--- src/rtl/csqrt_pkg.sv ---
// Shared constants, types and helpers for the complex square root pipeline.
// Used by every module of the block; depends on nothing else.
`default_nettype none

package csqrt_pkg;

   // Number format of the operand and the root.
   localparam int FRAC_BITS = 16;
   localparam int IN_W      = 32;
   localparam int RE_W      = 24;
   localparam int IM_W      = 25;

   // Magnitude path: the exact squared magnitude and its 32-bit root.
   localparam int SQ_W  = 2 * IN_W;
   localparam int MAG_W = SQ_W / 2;

   // Half-root path: r + x and r - x, clamped, then scaled by 2^(FRAC_BITS-1).
   localparam int SUM_W       = MAG_W + 2;
   localparam int HALF_IN_W   = MAG_W + 1;
   localparam int HALF_SHIFT  = FRAC_BITS - 1;
   localparam int HALF_ROOT_W = (HALF_IN_W + HALF_SHIFT + 1) / 2;
   localparam int HALF_RAD_W  = 2 * HALF_ROOT_W;

   // Largest root that fits the output fields.
   localparam logic [RE_W-1:0] ROOT_MAX = '1;

   // Cycles from an accepted item to its result strobe.
   localparam int LATENCY   = MAG_W + HALF_ROOT_W + 4;
   localparam int LAT_CNT_W = $clog2(LATENCY + 1);

   // Lane numbers of the two half roots.
   localparam int LANE_RE = 0;
   localparam int LANE_IM = 1;
   localparam int LANES   = 2;

   // Magnitude unit to half-root stage.
   typedef struct packed {
      logic                   valid;
      logic [MAG_W-1:0]       mag;
      logic signed [IN_W-1:0] real_val;
      logic                   imag_neg;
   } mag_result_type;

   // Into the half-root unit.
   typedef struct packed {
      logic                              valid;
      logic                              imag_neg;
      logic [LANES-1:0][HALF_RAD_W-1:0]  rad;
   } half_in_type;

   // Out of the half-root unit.
   typedef struct packed {
      logic                              valid;
      logic                              imag_neg;
      logic [LANES-1:0][HALF_ROOT_W-1:0] root;
   } half_out_type;

   // Clip a half root to the output range.
   function automatic logic [RE_W-1:0] sat_root(input logic [HALF_ROOT_W-1:0] root);
      logic [31:0] wide;
      wide = 32'(root);
      if (wide > 32'(ROOT_MAX)) begin
         return ROOT_MAX;
      end
      return wide[RE_W-1:0];
   endfunction

endpackage

`default_nettype wire

--- src/rtl/csqrt_half.sv ---
// Half-root unit: two lanes of pipelined integer roots, one for the real
// part and one for the imaginary part, one result bit per stage. Depends on csqrt_pkg.
`default_nettype none

module csqrt_half import csqrt_pkg::*; (
   input  logic         clock,
   input  logic         reset,
   input  half_in_type  half_in,
   output half_out_type half_out
);

   logic                   vld_ff  [0:HALF_ROOT_W];
   logic                   neg_ff  [0:HALF_ROOT_W];
   logic [HALF_ROOT_W-1:0] root_ff [0:LANES-1][0:HALF_ROOT_W];
   logic [HALF_ROOT_W+1:0] rem_ff  [0:LANES-1][0:HALF_ROOT_W-1];
   logic [HALF_RAD_W-1:0]  rad_ff  [0:LANES-1][0:HALF_ROOT_W-1];

   // Item tag: valid bit and sign of the imaginary input.
   always_ff @(posedge clock) begin
      if (reset) begin
         vld_ff[0] <= 1'b0;
      end else begin
         vld_ff[0] <= half_in.valid;
      end
   end

   always_ff @(posedge clock) begin
      neg_ff[0] <= half_in.imag_neg;
   end

   for (genvar i = 0; i < HALF_ROOT_W; i++) begin : g_tag
      always_ff @(posedge clock) begin
         if (reset) begin
            vld_ff[i+1] <= 1'b0;
         end else begin
            vld_ff[i+1] <= vld_ff[i];
         end
      end

      always_ff @(posedge clock) begin
         neg_ff[i+1] <= neg_ff[i];
      end
   end

   // Both lanes run the same restoring recurrence side by side.
   for (genvar l = 0; l < LANES; l++) begin : g_lane
      always_ff @(posedge clock) begin
         rad_ff[l][0]  <= half_in.rad[l];
         rem_ff[l][0]  <= '0;
         root_ff[l][0] <= '0;
      end

      for (genvar i = 0; i < HALF_ROOT_W; i++) begin : g_step
         logic [HALF_ROOT_W+1:0] pre;
         logic [HALF_ROOT_W+1:0] trial;
         logic                   fits;

         always_comb begin
            pre   = {rem_ff[l][i][HALF_ROOT_W-1:0], rad_ff[l][i][HALF_RAD_W-1 -: 2]};
            trial = {root_ff[l][i], 2'b01};
            fits  = (pre >= trial);
         end

         always_ff @(posedge clock) begin
            root_ff[l][i+1] <= {root_ff[l][i][HALF_ROOT_W-2:0], fits};
         end

         if (i < HALF_ROOT_W - 1) begin : g_rem
            always_ff @(posedge clock) begin
               rem_ff[l][i+1] <= fits ? (pre - trial) : pre;
               rad_ff[l][i+1] <= rad_ff[l][i] << 2;
            end
         end
      end

      assign half_out.root[l] = root_ff[l][HALF_ROOT_W];
   end

   assign half_out.valid    = vld_ff[HALF_ROOT_W];
   assign half_out.imag_neg = neg_ff[HALF_ROOT_W];

endmodule

`default_nettype wire

--- config.mk ---
export PLATFORM = sky130hd
export DESIGN_NAME = csqrt_half
export DESIGN_NICKNAME = d
export VERILOG_FILES = /design/src/rtl/csqrt_pkg.sv /design/src/rtl/csqrt_half.sv
export SDC_FILE = /design/constraint.sdc
export NUM_CORES = 2
export LEC_CHECK = 0
export BUFFER_PORTS_ARGS = -buffer_cell sky130_fd_sc_hd__buf_2
export CAP_MARGIN = 30
export CORE_MARGIN = 4
export CORE_UTILIZATION = 60
export DETAILED_ROUTE_END_ITERATION = 7
export PLACE_DENSITY = 0.76
export SLEW_MARGIN = 0
export SYNTH_ARGS = -nofsm -noshare
export SYNTH_HDL_FRONTEND = slang
export SYNTH_MEMORY_MAX_BITS = 65536
export SYNTH_SLANG_ARGS = --single-unit
--- constraint.sdc ---
create_clock -name clock -period 5.9 [get_ports clock]
set_input_delay 1.18 -clock clock [delete_from_list [all_inputs] [get_ports clock]]
set_output_delay 1.18 -clock clock [all_outputs]
set_load 0.05 [all_outputs]
== Word level (Yosys, flattened, before mapping) ==
Memory sizes are Yosys's and may differ from the RTL's.
Cells that the tools add are included.

* Register bits: 0
* Bits in writable memories: 4610
* Bits of input ports: 100
* Output and inout bits: 50
* Word-level logic and storage cells: 198
* Memories: 5

* Add/sub/neg operators: 46
* $lt $le $gt $ge: 48
* Muxes and demuxes: 74
* Bitwise logic cells: 25

{| class="wikitable"
|+ Memories
! memory !! depth !! width !! read ports !! clocked after Yosys merged registers in !! write ports !! line !! source
|-
| rad_ff || 2 || 1106 || 2 || 0 || 2 || csqrt_half.sv:16 || <nowiki>logic [HALF_RAD_W-1:0] rad_ff [0:LANES-1][0:HALF_ROOT_W-1];</nowiki>
|-
| rem_ff || 2 || 598 || 2 || 0 || 2 || csqrt_half.sv:15 || <nowiki>logic [HALF_ROOT_W+1:0] rem_ff [0:LANES-1][0:HALF_ROOT_W-1];</nowiki>
|-
| root_ff || 2 || 576 || 2 || 0 || 2 || csqrt_half.sv:14 || <nowiki>logic [HALF_ROOT_W-1:0] root_ff [0:LANES-1][0:HALF_ROOT_W];</nowiki>
|-
| neg_ff || 25 || 1 || 25 || 0 || 25 || csqrt_half.sv:13 || <nowiki>logic neg_ff [0:HALF_ROOT_W];</nowiki>
|-
| vld_ff || 25 || 1 || 25 || 0 || 25 || csqrt_half.sv:12 || <nowiki>logic vld_ff [0:HALF_ROOT_W];</nowiki>
|}

{| class="wikitable"
|+ Operators with widths
! operator !! count
|-
| $ge 26x26->1 || 46
|-
| $mux 26 || 46
|-
| $sub 26x26->26 || 44
|-
| $ge 26x26->1 const B || 2
|-
| $sub 26x26->26 const B || 2
|-
| $mux 1 || 28
|-
| $or 1x1->1 || 25
|}

== Longest topological paths before layout ==
* Word-level depth: 3
* Mapped depth: 14
* Mapped depth without buffers: 12

== Worst setup path after synthesis ==
No wires, ideal clock.

* Kind: register to register
* Start point: mem root_ff[1][53] (netlist name)
* End point: mem rem_ff[1][17] (netlist name)
* Setup time: 0.121 ns
* Arrival: 3.005 ns
* Data required time: 5.779 ns
* Slack: 2.774 ns
* Cell stages (with the launch flop): 14
* Path buffers: 2
* Period minus slack after synthesis: 3.126 ns
* Cell sequence: dfxtp_1 > inv_1 > ha_1 > clkbuf_1 > and3_1 > a2111oi_0 > a21oi_1 > a31oi_1 > o221a_2 > o21a_1 > o41ai_1 > a31oi_4 > buf_4 > mux2_2

{| class="wikitable"
|+ RTL lines
! element !! line
|-
| start: declaration || csqrt_half.sv:14
|-
| end: declaration || csqrt_half.sv:15
|}

==> impl_metrics.toml <==
[timing]
fmax_ghz = 0.260
slew_viol_final = 0
layout_min_cycle_time_ps = 3850
setup-violations-final = 0
fin_skew_ps = 58.9
fin_crit_sh_pct = 65.3
rsz0062_at_grt = "no"
worst_pin_slew_ps = 1030
slew_headroom_pct = 30.8
fin_setup_tns_ps = 0
hold_violations = 0
postLayoutSetupSlackWorst_ps = 2050

[critical_path]
critPathMaxFanout = 25
ff2ff_path_depth = 11
cpPeakStageDelay_ps = 760
cp_data_arrival_time_ps = 4620
crit_required_ps = 6670
critPathLaunchType = "flop"
slowest_stage = "a31oi_4"
cp-end-kind = "flop"
path_class = "flop to flop"
path_cells = "inv_1 > ha_1 > and3_1 > a2111oi_0 > a21oi_1 > a31oi_1 > o221a_2 > o21a_1 > o41ai_1 > a31oi_4 > mux2_2"

[finish]
final_common_cell = "dfxtp_1"
syn2layout_area_growth_pct = 12.6
nets = 10700
layout-drive-gt1-share_pct = 8.69
layout_common_cells = "dfxtp_1, inv_1, ha_1"

[yosys]
synth_edf_count = 0
synth_seq_cells = 2894
synth_top_area_cell = "dfxtp_1"
yosysUniqueCellTypes = 103
synth_area_per_cell_sq_um = 10.5
ys_async_sr_fraction_pct = 0
syn_inst = 9673
dominantRegCellSynth = "dfxtp_1"
ys_warn_count = 0
synth_top_area_share_pct = 57.0
ys_top_cells_by_area = "dfxtp_1, ha_1, xnor2_1"
ys_seq_area_share_pct = 57.0
post_synth_instance_area_sq_mm = 0.102

[clock_network]
cts_tree = "yes"
path_clk_slew_ps = 60
cts_resized = 0
ctsHtreeMaxLevel = 5
cts_sinks = 2894
cts_setup_buffers = 0
insertion_delay_ps = 940
clock-root-buffer = "clkbuf_16"
cts_buffers = 296
clk_path_buf_depth = 4
hold_buffers = 0

[route]
dr.pass1.iters = 6
drt_iter0_drc = 3987
avgRoutedWirePerCell_microns = 15.7
vias_per_cell = 5.35
routed_wl_microns = 195000
route.vias.total = 66400
final_antenna_net_count = 0
drc = 0

[global_route]
grtUsageTotal_pct = 22.0
grt_pass1_vias = 66100
overflow = 0
grt_start_max_net_pins = 46
grt_pass1_wl_microns = 320000
antenna_found_initial = 0

[floorplanning]
dieWidth_microns = 420
die_area_sq_mm = 0.176
num_io_pins = 150
core_sq_mm = 0.168
die_h_microns = 420
row_count = 150
floorplan.initialDensity_pct = 60.6

[power_and_ir_drop]
power_mw = 51.7
p_per_area_mw_per_mm2 = 452
ir_drop_mv = 0.431
power.leakage_nw = 54.3

[placed_design]
dp_hpwl_microns = 144000
port_buffers = 149
place_ws_ps = 2050
place_congestion = 0.942

[worst_hold_path]
min_path_cells = 0
hold_path_class = "flop to flop"

[status]
status = "finished, final reports clean"

[run]
cap_violations = 0
stage by stage:
stage               area [sq um]  utilization [%]  hold slack, ps  cells
detailed placement        105000             62.5             312  11900
global route              114000             68.2             265  12400
floorplan                 102000                -             310   9674
global placement          105000             62.5             310  11900
CTS                       114000             68.2             258  12400
finish                    114000             68.2             272  12400
final timing paths:
| kind | start | endpoint | slack (ps) |
|---|---|---|---|
| max reg2reg | root_ff[1][53] | rem_ff[1][9] | 2050 |
| min reg2reg | rad_ff[0][450] | rad_ff[0][406] | 270 |
| max | root_ff[1][53] | rem_ff[1][9] | 2050 |
| min | rad_ff[0][450] | rad_ff[0][406] | 270 |
logic make-up (layout without fill, tap and decap cells):
family	count (synthesis)	in the layout	synth area share, %
DFF	2894	2894	57.0
and+or+nand+nor	2340	2340	11.4
AOI/OAI and AO/OA	1859	1859	11.4
buffers and inverters	966	1500	3.61
xor gates and xnor gates	818	818	7.05
adders and majority gates	650	650	8.00
muxes	145	145	1.59
other	1	3	0.00369
worst max-delay path, delay by kind of cell (launching register included):
family,cells,cell delay [ps]
AOI/OAI and AO/OA,7,2330
muxes,1,420
adders and majority gates,1,360
DFF,1,330
and+or+nand+nor,1,250
buffers and inverters,1,50
area by class of cell:
cell class / count / area [sq um]
Clock inverter: 110 / 1090
Multi-Input combinational cell: 5814 / 40200
Inverter: 808 / 3030
Timing Repair Buffer: 179 / 1010
Tap cell: 2204 / 2760
Clock buffer: 403 / 8470
Fill cell: 12500 / 53300
Sequential cell: 2894 / 57900
Antenna cell: 1 / 2.50
flip-flops by register name, summed over array words and instances, names as in the netlist:
signal and cells:
root_ff 600, rad_ff 1200, vld_ff 25, rem_ff 1044
neg_ff 25
layer usage:
layer  routed length, microns  global-route usage, %  part of all wire, %
met5                        0                      0                    0
met1                    81800                   25.8                   42
met3                     7950                   3.22                  4.1
met4                     9390                   10.9                  4.8
met2                    96300                   39.1                   49
power breakdown:
group	internal [mW]	total, mW	switching (mW)
combinational	4.06	8.82	4.76
sequential	22.7	24.9	2.18
clock	10.8	18.0	7.23
total	37.6	51.7	14.2
cell usage after synthesis, types with 18 or more instances:
library cell  number
dfxtp_1         2894
inv_1            807
ha_1             650
nand2_1          604
nor2_1           568
o21ai_0          534
a21oi_1          522
xnor2_1          414
xor2_1           404
nor3_1           228
a21o_1           215
nand3_1          153
mux2_2           133
clkbuf_1         131
o21a_1           125
nor2b_1          113
nand2b_1         109
nor4_1           103
nand4_1           91
or3_1             89
o31ai_1           63
a211oi_1          56
or4_1             50
o21bai_1          48
or2_2             44
a31oi_1           42
and3_1            42
and2_1            39
nand3b_1          29
a21boi_0          27
o211ai_1          27
o41ai_1           19
a211o_1           18
Note: power is estimated with default switching activity, not from simulation.
